## config.mk

```make
export PLATFORM = sky130hd
export DESIGN_NAME = posix_tz_string_parser_flat
export DESIGN_NICKNAME = d
export VERILOG_FILES = /design/src/rtl/tzp_pkg.sv /design/src/rtl/tz_char_if.sv /design/src/rtl/tz_rec_if.sv /design/src/rtl/tz_cfg_if.sv /design/src/rtl/posix_tz_string_parser.sv /design/src/rtl/tzp_front.sv /design/src/rtl/tzp_back.sv /design/src/rtl/tzp_emit.sv /design/src/flat_wrapper.sv
export VERILOG_INCLUDE_DIRS = /design/src /design/src/rtl
export SDC_FILE = /design/constraint.sdc
export NUM_CORES = 1
export LEC_CHECK = 0
export BUFFER_PORTS_ARGS = -buffer_cell sky130_fd_sc_hd__buf_2
export CAP_MARGIN = 20
export CELL_PAD_IN_SITES_DETAIL_PLACEMENT = 0
export CELL_PAD_IN_SITES_GLOBAL_PLACEMENT = 1
export CORE_MARGIN = 2
export CORE_UTILIZATION = 35
export CTS_CLUSTER_DIAMETER = 200
export CTS_CLUSTER_SIZE = 30
export DETAILED_ROUTE_END_ITERATION = 10
export GPL_TIMING_DRIVEN = 0
export PLACE_DENSITY = 0.61
export SETUP_SLACK_MARGIN = 0.02
export SLEW_MARGIN = 20
export SYNTH_ARGS = -nofsm -noshare
export SYNTH_HDL_FRONTEND = slang
export SYNTH_HIERARCHICAL = 1
export SYNTH_SLANG_ARGS = --single-unit
```

## constraint.sdc

```tcl
create_clock -name clk_i -period 8 [get_ports clk_i]
set_input_delay 0.8 -clock clk_i [delete_from_list [all_inputs] [get_ports clk_i]]
set_output_delay 0.8 -clock clk_i [all_outputs]
set_load 0.05 [all_outputs]
```

## src/rtl/assert_macros.svh

```systemverilog
// Assertion macros shared by the parser RTL
`ifndef ASSERT_MACROS_SVH
`define ASSERT_MACROS_SVH

// Plain check, sampled on clk_i, off during reset
`define TZP_CHECK(lbl, expr, msg) \
  lbl: assert property (@(posedge clk_i) disable iff (!rst_ni) (expr)) else $error(msg);

// Same-cycle implication
`define TZP_IMPLY(lbl, ante, cons, msg) \
  lbl: assert property (@(posedge clk_i) disable iff (!rst_ni) (ante) |-> (cons)) \
    else $error(msg);

// Next-cycle implication
`define TZP_NEXT(lbl, ante, cons, msg) \
  lbl: assert property (@(posedge clk_i) disable iff (!rst_ni) (ante) |=> (cons)) \
    else $error(msg);

`endif

```

## src/rtl/tzp_pkg.sv

```systemverilog
// Types, codes and constants of the TZ string parser
package tzp_pkg;

  localparam int unsigned QDepth = 2;

  localparam logic [27:0] RULE_TIME_DEFAULT = 28'd7200;
  localparam logic [28:0] DST_SHIFT         = 29'd3600;
  localparam logic [15:0] DIGIT_MAX         = 16'hFFFF;

  localparam logic [1:0] REC_OFFSETS = 2'd0;
  localparam logic [1:0] REC_START   = 2'd1;
  localparam logic [1:0] REC_END     = 2'd2;

  localparam logic [1:0] FORM_JULIAN = 2'd1;
  localparam logic [1:0] FORM_YDAY   = 2'd2;
  localparam logic [1:0] FORM_MWD    = 2'd3;

  typedef enum logic [3:0] {
    PH_LEAD, PH_STDNAME, PH_DSTNAME, PH_RULE, PH_TRAIL, PH_HH, PH_MM, PH_SS,
    PH_JDAY, PH_YDAY, PH_MONTH, PH_WEEK, PH_WDAY
  } phase_e;

  typedef enum logic [1:0] {
    TG_STD, TG_DST, TG_TIME
  } tgt_e;

  // Character class word passed from front to back
  typedef struct packed {
    logic       alpha;
    logic       digit;
    logic       space;
    logic       endm;
    logic       plus;
    logic       minus;
    logic       colon;
    logic       slash;
    logic       dot;
    logic       comma;
    logic       jay;
    logic       em;
    logic [3:0] dval;
    logic       last;
  } cls_t;

  typedef struct packed {
    logic [1:0]  form;
    logic [16:0] day;
    logic [3:0]  month;
    logic [2:0]  week;
    logic [2:0]  wday;
    logic [27:0] time_s;
  } rule_t;

  typedef struct packed {
    phase_e            phase;
    logic              neg;
    logic [15:0]       fa;
    logic [28:0]       oa;
    logic [1:0]        look;
    tgt_e              tgt;
    logic              sel;
    logic [28:0]       std_off;
    logic [28:0]       dst_off;
    rule_t [1:0]       rules;
    logic              failed;
  } st_t;

  typedef struct packed {
    logic        ok;
    logic [28:0] std_off;
    logic [28:0] dst_off;
    rule_t [1:0] rules;
  } snap_t;

  // Queue head as seen by the back end
  typedef struct packed {
    logic valid;
    cls_t cls;
  } qhead_t;

endpackage

```

## src/rtl/tz_char_if.sv

```systemverilog
// Character channel
interface tz_char_if;
  logic       valid;
  logic       ready;
  logic [7:0] text_char;
  logic       end_of_text;

  modport source (output valid, output text_char, output end_of_text, input ready);
  modport sink (input valid, input text_char, input end_of_text, output ready);
endinterface

```

## src/rtl/tz_rec_if.sv

```systemverilog
// Result record channel
interface tz_rec_if;
  logic               valid;
  logic               ready;
  logic [1:0]         record_kind;
  logic               parse_ok;
  logic signed [28:0] std_offset;
  logic signed [28:0] dst_offset;
  logic [1:0]         rule_form;
  logic [16:0]        rule_day;
  logic [3:0]         rule_month;
  logic [2:0]         rule_week;
  logic [2:0]         rule_weekday;
  logic [27:0]        rule_time;
  logic               last_record;

  modport source (output valid, output record_kind, output parse_ok, output std_offset,
                  output dst_offset, output rule_form, output rule_day, output rule_month,
                  output rule_week, output rule_weekday, output rule_time,
                  output last_record, input ready);
  modport sink (input valid, input record_kind, input parse_ok, input std_offset,
                input dst_offset, input rule_form, input rule_day, input rule_month,
                input rule_week, input rule_weekday, input rule_time,
                input last_record, output ready);
endinterface

```

## src/rtl/tz_cfg_if.sv

```systemverilog
// Configuration write channel
interface tz_cfg_if;
  logic valid;
  logic ready;
  logic west_positive;

  modport source (output valid, output west_positive, input ready);
  modport sink (input valid, input west_positive, output ready);
endinterface

```

## src/rtl/posix_tz_string_parser.sv

```systemverilog
// POSIX TZ string parser, one character word per cycle while the queue has
// room. The front end classifies each character and queues it (two entries);
// the back end runs the parse state machine at one word per cycle, except
// for the end-of-text step that the final character takes in addition, which
// waits until the record holding register is free. Three records (offsets,
// start rule, end rule) then leave from that holding register; the next
// string's characters are parsed while those records drain, and only its own
// final character waits for them. west_positive resets to 1.
module posix_tz_string_parser (
  input  logic     clk_i,
  input  logic     rst_ni,
  tz_char_if.sink  char_i,
  tz_cfg_if.sink   cfg_i,
  tz_rec_if.source rec_o
);
  import tzp_pkg::*;

  qhead_t head;
  logic   pop, load, emit_free, west_q;
  snap_t  snap;

  assign cfg_i.ready = 1'b1;

  always_ff @(posedge clk_i or negedge rst_ni) begin
    if (!rst_ni) west_q <= 1'b1;
    else if (cfg_i.valid) west_q <= cfg_i.west_positive;
  end

  tzp_front u_front (
    .clk_i  (clk_i),
    .rst_ni (rst_ni),
    .char_i (char_i),
    .pop_i  (pop),
    .head_o (head)
  );

  tzp_back u_back (
    .clk_i       (clk_i),
    .rst_ni      (rst_ni),
    .head_i      (head),
    .pop_o       (pop),
    .west_i      (west_q),
    .emit_free_i (emit_free),
    .load_o      (load),
    .snap_o      (snap)
  );

  tzp_emit u_emit (
    .clk_i  (clk_i),
    .rst_ni (rst_ni),
    .load_i (load),
    .snap_i (snap),
    .free_o (emit_free),
    .rec_o  (rec_o)
  );

endmodule

```

## src/rtl/tzp_front.sv

```systemverilog
// Front end: character classifier and two-entry queue
module tzp_front (
  input  logic          clk_i,
  input  logic          rst_ni,
  tz_char_if.sink       char_i,
  input  logic          pop_i,
  output tzp_pkg::qhead_t head_o
);
  import tzp_pkg::*;

  cls_t       cls_in;
  cls_t       q_mem [QDepth];
  logic       wr_ptr_q, wr_ptr_d, rd_ptr_q, rd_ptr_d;
  logic [1:0] cnt_q, cnt_d;
  logic       push;
  logic [7:0] c;

  assign c = char_i.text_char;

  always_comb begin
    cls_in.alpha = (c >= 8'h41 && c <= 8'h5A) || (c >= 8'h61 && c <= 8'h7A);
    cls_in.digit = (c >= 8'h30 && c <= 8'h39);
    cls_in.space = (c == 8'h20) || (c >= 8'd9 && c <= 8'd13);
    cls_in.endm  = 1'b0;
    cls_in.plus  = (c == 8'h2B);
    cls_in.minus = (c == 8'h2D);
    cls_in.colon = (c == 8'h3A);
    cls_in.slash = (c == 8'h2F);
    cls_in.dot   = (c == 8'h2E);
    cls_in.comma = (c == 8'h2C);
    cls_in.jay   = (c == 8'h4A) || (c == 8'h6A);
    cls_in.em    = (c == 8'h4D);
    cls_in.dval  = c[3:0];
    cls_in.last  = char_i.end_of_text;
  end

  assign char_i.ready = (cnt_q != 2'd2);
  assign push = char_i.valid && char_i.ready;

  always_comb begin
    wr_ptr_d = wr_ptr_q ^ push;
    rd_ptr_d = rd_ptr_q ^ pop_i;
    cnt_d    = cnt_q + {1'b0, push} - {1'b0, pop_i};
  end

  always_ff @(posedge clk_i or negedge rst_ni) begin
    if (!rst_ni) begin
      wr_ptr_q <= 1'b0;
      rd_ptr_q <= 1'b0;
      cnt_q    <= '0;
    end else begin
      wr_ptr_q <= wr_ptr_d;
      rd_ptr_q <= rd_ptr_d;
      cnt_q    <= cnt_d;
    end
  end

  always_ff @(posedge clk_i) begin
    if (push) begin
      q_mem[wr_ptr_q] <= cls_in;
    end
  end

  assign head_o.valid = (cnt_q != 2'd0);
  assign head_o.cls   = q_mem[rd_ptr_q];

  `include "assert_macros.svh"
  `TZP_CHECK(a_cnt_range, cnt_q != 2'd3, "queue count out of range")
  `TZP_IMPLY(a_pop_nonempty, pop_i, cnt_q != 2'd0, "pop from empty queue")

endmodule

```

## src/rtl/tzp_back.sv

```systemverilog
// Back end: parse state machine, one character word per step
module tzp_back (
  input  logic           clk_i,
  input  logic           rst_ni,
  input  tzp_pkg::qhead_t head_i,
  output logic           pop_o,
  input  logic           west_i,
  input  logic           emit_free_i,
  output logic           load_o,
  output tzp_pkg::snap_t snap_o
);
  import tzp_pkg::*;

  st_t  st_q, st_d, st_nx;
  logic pend_q, pend_d;
  cls_t end_cls, cls_sel;

  function automatic st_t begin_off(st_t n, tgt_e t, logic ng, logic [1:0] need);
    n.tgt   = t;
    n.neg   = ng;
    n.oa    = '0;
    n.phase = PH_HH;
    n.fa    = '0;
    n.look  = need;
    return n;
  endfunction

  function automatic st_t after_rule(st_t n, cls_t c);
    if (!n.sel && c.comma) begin
      n.sel   = 1'b1;
      n.phase = PH_RULE;
    end else if (n.sel && (c.space || c.endm)) begin
      n.phase = PH_TRAIL;
    end else begin
      n.failed = 1'b1;
    end
    return n;
  endfunction

  function automatic st_t after_date(st_t n, cls_t c);
    if (c.slash) begin
      n = begin_off(n, TG_TIME, 1'b0, 2'd1);
    end else begin
      n.rules[n.sel].time_s = RULE_TIME_DEFAULT;
      n = after_rule(n, c);
    end
    return n;
  endfunction

  function automatic st_t step(st_t s, cls_t c, logic west);
    st_t         n;
    logic [19:0] dv;
    logic [15:0] sat;
    logic [11:0] unit;
    logic [28:0] total, sv, wv;
    logic        blank;
    n     = s;
    blank = c.space || c.endm;
    dv    = {4'd0, s.fa} * 20'd10 + {16'd0, c.dval};
    sat   = (dv > {4'd0, DIGIT_MAX}) ? DIGIT_MAX : dv[15:0];
    unit  = (s.phase == PH_HH) ? 12'd3600 : ((s.phase == PH_MM) ? 12'd60 : 12'd1);
    total = s.oa + {13'd0, s.fa} * {17'd0, unit};
    sv    = s.neg ? -total : total;
    wv    = west ? -sv : sv;
    unique case (s.phase)
      PH_LEAD: begin
        if (c.alpha) n.phase = PH_STDNAME;
        else if (!c.space) n.failed = 1'b1;
      end
      PH_STDNAME, PH_DSTNAME: begin
        if (c.alpha) begin
          n = s;
        end else if (c.plus || c.minus) begin
          n = begin_off(n, (s.phase == PH_STDNAME) ? TG_STD : TG_DST, c.minus, 2'd1);
        end else if (c.digit) begin
          n = begin_off(n, (s.phase == PH_STDNAME) ? TG_STD : TG_DST, 1'b0, 2'd0);
          n.fa = {12'd0, c.dval};
        end else if (s.phase == PH_DSTNAME && c.comma) begin
          n.dst_off = s.std_off + DST_SHIFT;
          n.sel     = 1'b0;
          n.phase   = PH_RULE;
        end else if (s.phase == PH_DSTNAME && blank) begin
          n.dst_off = s.std_off + DST_SHIFT;
          n.phase   = PH_TRAIL;
        end else begin
          n.failed = 1'b1;
        end
      end
      PH_RULE: begin
        if (c.jay) begin
          n.rules[s.sel].form = FORM_JULIAN;
          n.phase = PH_JDAY;
          n.fa    = '0;
          n.look  = 2'd1;
        end else if (c.digit) begin
          n.rules[s.sel].form = FORM_YDAY;
          n.phase = PH_YDAY;
          n.fa    = {12'd0, c.dval};
          n.look  = 2'd0;
        end else if (c.em) begin
          n.rules[s.sel].form = FORM_MWD;
          n.phase = PH_MONTH;
          n.fa    = '0;
          n.look  = 2'd1;
        end else begin
          n.failed = 1'b1;
        end
      end
      PH_TRAIL: begin
        if (!blank) n.failed = 1'b1;
      end
      PH_HH, PH_MM, PH_SS, PH_JDAY, PH_YDAY, PH_MONTH, PH_WEEK, PH_WDAY: begin
        if (c.digit) begin
          n.fa = sat;
          if (s.look != 2'd0) n.look = s.look - 2'd1;
        end else if (s.look != 2'd0) begin
          n.failed = 1'b1;
        end else if ((s.phase == PH_HH || s.phase == PH_MM) && c.colon) begin
          n.oa    = total;
          n.phase = (s.phase == PH_HH) ? PH_MM : PH_SS;
          n.fa    = '0;
          n.look  = 2'd2;
        end else if (s.phase == PH_HH || s.phase == PH_MM || s.phase == PH_SS) begin
          // offset complete: store, then look at what follows
          unique case (s.tgt)
            TG_STD: begin
              n.std_off = wv;
              if (c.alpha) begin
                n.phase = PH_DSTNAME;
              end else begin
                n.dst_off = wv;
                if (c.comma) begin
                  n.sel   = 1'b0;
                  n.phase = PH_RULE;
                end else if (blank) n.phase = PH_TRAIL;
                else n.failed = 1'b1;
              end
            end
            TG_DST: begin
              n.dst_off = wv;
              if (c.comma) begin
                n.sel   = 1'b0;
                n.phase = PH_RULE;
              end else if (blank) n.phase = PH_TRAIL;
              else n.failed = 1'b1;
            end
            TG_TIME: begin
              n.rules[s.sel].time_s = total[27:0];
              n = after_rule(n, c);
            end
            default: n.failed = 1'b1;
          endcase
        end else if (s.phase == PH_JDAY) begin
          n.rules[s.sel].day = {1'b0, s.fa};
          n = after_date(n, c);
        end else if (s.phase == PH_YDAY) begin
          n.rules[s.sel].day = {1'b0, s.fa} + 17'd1;
          n = after_date(n, c);
        end else if (s.phase == PH_MONTH) begin
          if (s.fa == 16'd0 || s.fa > 16'd12 || !c.dot) begin
            n.failed = 1'b1;
          end else begin
            n.rules[s.sel].month = s.fa[3:0];
            n.phase = PH_WEEK;
            n.fa    = '0;
            n.look  = 2'd1;
          end
        end else if (s.phase == PH_WEEK) begin
          if (s.fa == 16'd0 || s.fa > 16'd5 || !c.dot) begin
            n.failed = 1'b1;
          end else begin
            n.rules[s.sel].week = s.fa[2:0];
            n.phase = PH_WDAY;
            n.fa    = '0;
            n.look  = 2'd1;
          end
        end else begin
          if (s.fa > 16'd6) begin
            n.failed = 1'b1;
          end else begin
            n.rules[s.sel].wday = s.fa[2:0] + 3'd1;
            n = after_date(n, c);
          end
        end
      end
      default: n.failed = 1'b1;
    endcase
    return n;
  endfunction

  always_comb begin
    end_cls      = '0;
    end_cls.endm = 1'b1;
    cls_sel      = pend_q ? end_cls : head_i.cls;
    st_nx        = st_q.failed ? st_q : step(st_q, cls_sel, west_i);
  end

  // The final word takes a second step for the end-of-text mark
  always_comb begin
    st_d   = st_q;
    pend_d = pend_q;
    pop_o  = 1'b0;
    load_o = 1'b0;
    if (pend_q) begin
      if (emit_free_i) begin
        load_o = 1'b1;
        st_d   = '0;
        pend_d = 1'b0;
      end
    end else if (head_i.valid) begin
      pop_o = 1'b1;
      st_d  = st_nx;
      if (head_i.cls.last) pend_d = 1'b1;
    end
  end

  always_comb begin
    snap_o.ok      = !st_nx.failed && (st_nx.phase == PH_TRAIL);
    snap_o.std_off = st_nx.std_off;
    snap_o.dst_off = st_nx.dst_off;
    snap_o.rules   = st_nx.rules;
  end

  always_ff @(posedge clk_i or negedge rst_ni) begin
    if (!rst_ni) begin
      st_q   <= '0;
      pend_q <= 1'b0;
    end else begin
      st_q   <= st_d;
      pend_q <= pend_d;
    end
  end

  `include "assert_macros.svh"
  `TZP_IMPLY(a_pend_no_pop, pend_q, !pop_o, "word taken during end step")
  `TZP_NEXT(a_clear_after_load, load_o, st_q.phase == PH_LEAD && !st_q.failed,
            "parse state not cleared after records")

endmodule

```

## src/rtl/tzp_emit.sv

```systemverilog
// Record sequencer: holds one string's results and sends three records
module tzp_emit (
  input  logic           clk_i,
  input  logic           rst_ni,
  input  logic           load_i,
  input  tzp_pkg::snap_t snap_i,
  output logic           free_o,
  tz_rec_if.source       rec_o
);
  import tzp_pkg::*;

  snap_t      snap_q;
  logic       busy_q, busy_d;
  logic [1:0] idx_q, idx_d;
  rule_t      r;
  logic       fire;

  assign fire   = busy_q && rec_o.ready;
  assign free_o = !busy_q || (fire && idx_q == REC_END);

  always_comb begin
    busy_d = busy_q;
    idx_d  = idx_q;
    if (fire) begin
      if (idx_q == REC_END) busy_d = 1'b0;
      else idx_d = idx_q + 2'd1;
    end
    if (load_i) begin
      busy_d = 1'b1;
      idx_d  = REC_OFFSETS;
    end
  end

  always_ff @(posedge clk_i or negedge rst_ni) begin
    if (!rst_ni) begin
      busy_q <= 1'b0;
      idx_q  <= REC_OFFSETS;
    end else begin
      busy_q <= busy_d;
      idx_q  <= idx_d;
    end
  end

  always_ff @(posedge clk_i) begin
    if (load_i) snap_q <= snap_i;
  end

  always_comb begin
    r = (idx_q == REC_END) ? snap_q.rules[1] : snap_q.rules[0];
    if (!snap_q.ok || idx_q == REC_OFFSETS) r = '0;
  end

  assign rec_o.valid        = busy_q;
  assign rec_o.record_kind  = idx_q;
  assign rec_o.parse_ok     = snap_q.ok;
  assign rec_o.std_offset   = (snap_q.ok && idx_q == REC_OFFSETS) ? snap_q.std_off : '0;
  assign rec_o.dst_offset   = (snap_q.ok && idx_q == REC_OFFSETS) ? snap_q.dst_off : '0;
  assign rec_o.rule_form    = r.form;
  assign rec_o.rule_day     = r.day;
  assign rec_o.rule_month   = r.month;
  assign rec_o.rule_week    = r.week;
  assign rec_o.rule_weekday = r.wday;
  assign rec_o.rule_time    = r.time_s;
  assign rec_o.last_record  = (idx_q == REC_END);

  `include "assert_macros.svh"
  `TZP_IMPLY(a_load_free, load_i && busy_q, idx_q == REC_END && rec_o.ready,
             "results loaded over undelivered records")
  `TZP_IMPLY(a_kind_range, busy_q, idx_q != 2'd3, "record index out of range")

endmodule
```

## src/flat_wrapper.sv

```systemverilog
// flat-port wrapper written by rule: the top's interface ports become plain ports
module posix_tz_string_parser_flat import tzp_pkg::*;
  (clk_i, rst_ni, char_i_valid, char_i_text_char, char_i_end_of_text, char_i_ready, cfg_i_valid, cfg_i_west_positive, cfg_i_ready, rec_o_valid, rec_o_record_kind, rec_o_parse_ok, rec_o_std_offset, rec_o_dst_offset, rec_o_rule_form, rec_o_rule_day, rec_o_rule_month, rec_o_rule_week, rec_o_rule_weekday, rec_o_rule_time, rec_o_last_record, rec_o_ready);
  tz_char_if char_i_i ();
  tz_cfg_if cfg_i_i ();
  tz_rec_if rec_o_i ();
  input  logic clk_i;
  input  logic rst_ni;
  input wire logic [$bits(char_i_i.valid)-1:0] char_i_valid;
  input wire logic [$bits(char_i_i.text_char)-1:0] char_i_text_char;
  input wire logic [$bits(char_i_i.end_of_text)-1:0] char_i_end_of_text;
  output wire logic [$bits(char_i_i.ready)-1:0] char_i_ready;
  input wire logic [$bits(cfg_i_i.valid)-1:0] cfg_i_valid;
  input wire logic [$bits(cfg_i_i.west_positive)-1:0] cfg_i_west_positive;
  output wire logic [$bits(cfg_i_i.ready)-1:0] cfg_i_ready;
  output wire logic [$bits(rec_o_i.valid)-1:0] rec_o_valid;
  output wire logic [$bits(rec_o_i.record_kind)-1:0] rec_o_record_kind;
  output wire logic [$bits(rec_o_i.parse_ok)-1:0] rec_o_parse_ok;
  output wire logic [$bits(rec_o_i.std_offset)-1:0] rec_o_std_offset;
  output wire logic [$bits(rec_o_i.dst_offset)-1:0] rec_o_dst_offset;
  output wire logic [$bits(rec_o_i.rule_form)-1:0] rec_o_rule_form;
  output wire logic [$bits(rec_o_i.rule_day)-1:0] rec_o_rule_day;
  output wire logic [$bits(rec_o_i.rule_month)-1:0] rec_o_rule_month;
  output wire logic [$bits(rec_o_i.rule_week)-1:0] rec_o_rule_week;
  output wire logic [$bits(rec_o_i.rule_weekday)-1:0] rec_o_rule_weekday;
  output wire logic [$bits(rec_o_i.rule_time)-1:0] rec_o_rule_time;
  output wire logic [$bits(rec_o_i.last_record)-1:0] rec_o_last_record;
  input wire logic [$bits(rec_o_i.ready)-1:0] rec_o_ready;
  assign char_i_i.valid = char_i_valid;
  assign char_i_i.text_char = char_i_text_char;
  assign char_i_i.end_of_text = char_i_end_of_text;
  assign char_i_ready = char_i_i.ready;
  assign cfg_i_i.valid = cfg_i_valid;
  assign cfg_i_i.west_positive = cfg_i_west_positive;
  assign cfg_i_ready = cfg_i_i.ready;
  assign rec_o_valid = rec_o_i.valid;
  assign rec_o_record_kind = rec_o_i.record_kind;
  assign rec_o_parse_ok = rec_o_i.parse_ok;
  assign rec_o_std_offset = rec_o_i.std_offset;
  assign rec_o_dst_offset = rec_o_i.dst_offset;
  assign rec_o_rule_form = rec_o_i.rule_form;
  assign rec_o_rule_day = rec_o_i.rule_day;
  assign rec_o_rule_month = rec_o_i.rule_month;
  assign rec_o_rule_week = rec_o_i.rule_week;
  assign rec_o_rule_weekday = rec_o_i.rule_weekday;
  assign rec_o_rule_time = rec_o_i.rule_time;
  assign rec_o_last_record = rec_o_i.last_record;
  assign rec_o_i.ready = rec_o_ready;
  posix_tz_string_parser u_core (.clk_i(clk_i), .rst_ni(rst_ni), .char_i(char_i_i), .cfg_i(cfg_i_i), .rec_o(rec_o_i));
endmodule
```

# --- Yosys cells after proc, flatten, opt, wreduce, memory -nomap -nowiden ---
# Memory sizes are Yosys's and may differ from the RTL's.
# Index checks and enable logic that the tools add are counted.
classes:
  n_addsub: 11
  n_mul: 2
  div: 0
  n_lt_le_gt_ge: 14
  n_eq_ne: 70
  shift: 0
  mux: 184
  bitwise_logic: 2
  reduce_logical: 54
ops:
  columns: ["cell", "count"]
  rows:
  - ["$mux W228", 26]
  - ["$mux W227", 11]
  - ["$bwmux W114", 12]
  - ["$mux W114", 6]
  - ["$mux W176", 2]
  - ["$mux W29", 12]
  - ["$demux W57 S1", 6]
  - ["$pmux W114 S3", 1]
  - ["$mux W115", 2]
  - ["$mux W57", 3]
  - ["$mux W16", 9]
  - ["$mux W61", 2]
  - ["$pmux W61 S2", 1]
  - ["$pmux W29 S2", 2]
  - ["$mux W4", 17]
  - ["$neg A29 Y29", 2]
  - ["$eq A8 B6 Y1 const B", 7]
  - ["$mux W55", 1]
  - ["$ne A6 B6 Y1 const B", 9]
  - ["$mux W50", 1]
  - ["$ne A5 B5 Y1 const B", 10]
  - ["$pmux W16 S3", 1]
  - ["$mux W47", 1]
  - ["$mux W1", 41]
  - ["other kinds (68)", 152]
word_totals:
  register_bits: 410
  latchBits: 0
  mem_bits_rw: 32
  rom_bits: 0
  output_inout_bits: 122
  word_cells: 382
  mem_count: 1
mem_list:
  columns: ["name", "words", "width", "read_ports", "rd_clocked_by_memory_dff", "write_ports", "line", "rtl"]
  rows:
  - ["u_core.u_front.q_mem", 2, 16, 1, 0, 1, "tzp_front.sv:12", "cls_t q_mem [QDepth];"]

# --- Logic depth before layout (Yosys ltp) ---
depth:
  ltp_word: 43
  ltp_mapped: 31

# --- Hierarchy ---
# The synthesis kept the hierarchy.
by_module_without_submodules:
  columns: ["module", "n_inst", "cells_per_inst", "area_per_inst_um2", "seq_area_each_um2"]
  rows:
  - ["tzp_back", 1, 2719, 22447.8, 5730.5]
  - ["tzp_emit", 1, 390, 6737.7, 5270.1]
  - ["tzp_front", 1, 103, 1576.5, 1061.0]
  - ["posix_tz_string_parser", 1, 4, 52.6, 26.3]

# --- Worst setup path before layout ---
# No wires, ideal clock.
synth_path:
  path_kind: "flip-flop to flip-flop"
  startpoint: "register u_core/u_back/st_q[225] (netlist name)"
  endpoint: "register u_core/u_emit/snap_q[141] (netlist name), data pin"
  setup_ns: 0.265
  arrival_ns: 7.593
  t_required_ns: 7.735
  slack_ns: 0.143
  stages_incl_launch_ff: 31
  path_buffers: 4
  synth_period_minus_slack_ns: 7.857
  cell_sequence: "dfrtp_1 > clkbuf_1 > nor2b_1 > nand2_1 > clkbuf_1 > clkbuf_1 > nor2_1 > ha_1 > or2_2 > ha_1 > inv_1 > fa_1 > inv_1 > fa_1 > inv_1 > fa_1 > inv_1 > ha_1 > clkbuf_1 > nand2_1 > a211oi_1 > a21oi_2 > xor2_1 > o31ai_1 > or4b_1 > a211oi_1 > o2111ai_1 > or4_1 > o41ai_2 > xnor2_1 > o21bai_1"
synth_rtl:
  columns: ["element", "line", "rtl"]
  rows:
  - ["from (decl)", "tzp_back.sv:14", "st_t st_q, st_d, st_nx;"]
  - ["from (signal assigned)", "tzp_back.sv:229", "st_q <= st_d;"]
  - ["to (signal assigned)", "tzp_emit.sv:45", "if (load_i) snap_q <= snap_i;"]
  - ["to (decl)", "tzp_emit.sv:12", "snap_t snap_q;"]

==> results.yml <==
die:
  die_h_um: 301
  die_x_um: 301
  start_util_pct: 35.4
  rows: 108
  fp.coreArea_um2: 87000
  fp.dieArea_um2: 90400
  io_pins: 137
yosys:
  yosysTopAreaCell: "edfxtp_1"
  yosys_warnings: 6
  synth_area_leaders: "edfxtp_1, dfrtp_1, ha_1"
  synth-simple-area-share_pct: 14.9
  yosysSeqAreaShare_pct: 39.2
  ys_ff_latch: 442
  syn_inst: 3216
  synth_xor_area_share_pct: 4.04
  synth-edff-count: 205
  syn-cell-area_um2: 30800
  synth_compound_area_share_pct: 18.9
  ys_async_sr_fraction_pct: 53.6
  synth.distinct_cells: 105
  synth_top_family_by_area: "compound AO/OA/AOI/OAI gates"
  synth_fa_ha_area_share_pct: 12.5
  synthesis.area_per_instance_um2: 9.58
  synth_top_area_share_pct: 20.0
  dominantRegCellSynth: "dfrtp_1"
  synth.mux.area_fraction_pct: 4.43
  syn_nets: 3485
placement:
  dpl.cell_count: 4512
  routabilityCongestion: 0.917
  hpwl_mm: 89.4
  dpl-instance-area_um2: 33100
  dp_worst_setup_slack_ps: -2410
  io_buffers: 135
worst_setup_path:
  slowest_delay_ps: 540
  cp-end-kind: "register"
  crit_slowest_cell: "fa_1"
  crit_family: "adder cells"
  path_buf_inv: 9
  required_ps: 8490
  arrival_ps: 8300
  critPathLaunchType: "register"
  crit_type: "reg -> reg"
  crit_fanout: 10
clock_network:
  cts_num_sinks: 442
  cts_tree: "yes"
  clk_path_buf_depth: 3
  clk_pin_slew_ps: 130
  numCtsBuffers: 18
  root_buffer: "clkbuf_16"
  clk_latency_ps: 590
  htree_levels: 1
  postCtsHoldBufs: 0
sta:
  period_minus_slack_ps: 7810
  finalWorstSetupSlack_ps: 188
  finalHoldViolCount: 0
  hold-worst-slack_ps: 81.6
  fin_crit_sh_pct: 97.7
  drv_slew: 0
  finalSetupViolCount: 0
  worst_pin_slew_ps: 1170
  tns_ps: 0
  skew_ps: 27.7
  slew_headroom_pct: 21.9
  fmaxAchievable_mhz: 128
detailed_routing:
  viasPerCell: 5.65
  drt_first_iter_violations: 2298
  totalWireLength_mm: 116
  ant_nets: 0
  vias: 26200
  dr.pass1.iters: 6
  drc_errors: 0
  routedWlPerCell_um: 25.0
power:
  p_total_mw: 13.4
  leakagePower_nw: 15.6
  ir_drop_mv: 0.230
  p_per_area_nw_per_um2: 374
run:
  cap_violations: 0
final_layout:
  syn_to_final_growth_pct: 15.8
  finish.instance_area_um2: 35700
  drive_gt1_share_pct: 16.9
  fin_cells: 4637
  num-nets-final: 3739
  fillCellCount: 8629
  final_util_pct: 41.0
worst_hold_path:
  hp-class: "in -> async"
global_route:
  grt_usage_pct: 25.1
  grt_pass1_wl_mm: 172
  antenna_found_initial: 2
  grt_overflow: 0
  grt_max_degree: 105
  grt_pass1_vias: 25800
run_status:
  outcome: "completed"
## report_power, final
group          total, mW  switching [mW]  internal [mW]
Clock               1.22           0.767          0.455
Combinational       8.99            6.26           2.73
Sequential          3.16           0.249           2.91
Total               13.4            7.27           6.09
## final timing paths
path / startpoint / end / slack [ps] / cells after the start
worst max-delay path: u_core/u_back/st_q[225]$_DFFE_PN0P_ / u_core/u_back/st_q[161]$_DFFE_PN0P_ / 190 / 28
min in group clk_i: char_i_end_of_text / u_core/u_front/q_mem[0][0]$_DFFE_PP_ / 410 / 1
worst min register to register: u_core/u_back/st_q[132]$_DFFE_PN0P_ / u_core/u_back/st_q[132]$_DFFE_PN0P_ / 500 / 2
worst min-delay path: rst_ni / u_core/u_back/st_q[22]$_DFFE_PN0P_ / 80 / 1
worst max register to register: u_core/u_back/st_q[225]$_DFFE_PN0P_ / u_core/u_back/st_q[161]$_DFFE_PN0P_ / 190 / 28
max in group asynchronous: rst_ni / u_core/u_back/st_q[37]$_DFFE_PN0P_ / 7110 / 2
## flip-flops by register name, summed over array words and instances, names as in the netlist
signal and flops:
u_core/u_front/rd_ptr_q 1, u_core/u_front/cnt_q 2, u_core/u_emit/rec_o.parse_ok 1, u_core/u_emit/rec_o.valid 1
u_core/u_emit/rec_o.record_kind 2, u_core/west_q 1, u_core/u_back/pend_q 1, u_core/u_front/q_mem 32
u_core/u_front/wr_ptr_q 1, u_core/u_back/st_q 228, u_core/u_emit/snap_q 172
## layout make-up
type | instances | area, um^2 | area share (%)
Antenna cell | 1 | 2.50 | 0.00701
Buffer | 186 | 985 | 2.76
Clock buffer | 30 | 517 | 1.45
Clock inverter | 1 | 8.76 | 0.0245
Inverter | 253 | 966 | 2.71
Multi-Input combinational cell | 2324 | 18000 | 50.4
Sequential cell | 442 | 12100 | 33.9
Tap cell | 1155 | 1450 | 4.05
Timing Repair Buffer | 245 | 1680 | 4.71
## routing by layer
layer  vias to the layer above  global-route usage, %  part of all wire (%)
li1                      12000                      -                     -
met1                     13100                   34.9                    45
met2                       856                   40.9                    46
met3                       145                   2.70                   5.1
met4                         2                   8.02                   3.7
met5                         -                      0                 0.011
## cell families (layout without fill, tap and decap cells)
logic type      Yosys count  count (layout)
fa+ha+maj               255             255
mux                     129             129
compound gates          836             836
xor+xnor                139             139
other cells               2               3
buf+inv                 450             715
flops                   442             442
simple gates            963             963
## layout by cell type (no fill, tap or decap), drive strengths merged, types with 9 or more instances in the layout
cell	netlist	final
nand2	299	299
buf	45	294
nor2	274	274
inv	252	252
dfrtp	236	236
a22o	207	207
edfxtp	205	205
o21ai	202	202
clkbuf	152	167
ha	165	165
a21oi	150	150
and3	94	94
fa	89	89
xnor2	85	85
mux2i	74	74
nor3	56	56
mux2	55	55
xor2	53	53
nand3	51	51
o22ai	30	30
nand4	24	24
or2	23	23
a21o	23	23
and2	23	23
nand2b	22	22
nor4	22	22
nor2b	21	21
a211oi	21	21
a31oi	20	20
or3	18	18
a22oi	16	16
o31ai	16	16
o211ai	15	15
o22a	14	14
a311oi	11	11
o21a	11	11
o21bai	11	11
o41ai	9	9
## cells in the mapped netlist, types with 16 or more instances
cell / n
a22oi_1: 16
mux2i_1: 74
nand4_1: 24
nor3_1: 56
and2_1: 22
inv_1: 251
o22ai_1: 30
or2_2: 22
ha_1: 165
nand2b_1: 22
or3_1: 18
fa_1: 89
buf_2: 18
dfrtp_1: 236
xor2_1: 53
xnor2_1: 83
o21ai_0: 190
nor4_1: 19
nor2_1: 274
edfxtp_1: 205
mux2_2: 53
a22o_1: 207
nand3_1: 50
a31oi_1: 20
clkbuf_1: 152
nor2b_1: 21
a21o_1: 23
and3_1: 93
a211oi_1: 19
nand2_1: 299
a21oi_1: 148
## what timing repair did
action                                  in CTS  in global routing
endpoints found under the setup margin      90                 49
gates resized for setup                    174                123
setup buffers                               37                 65
pin swaps                                   23                 48
cloned                                       0                  2
Power figures use the tool's default switching activity.
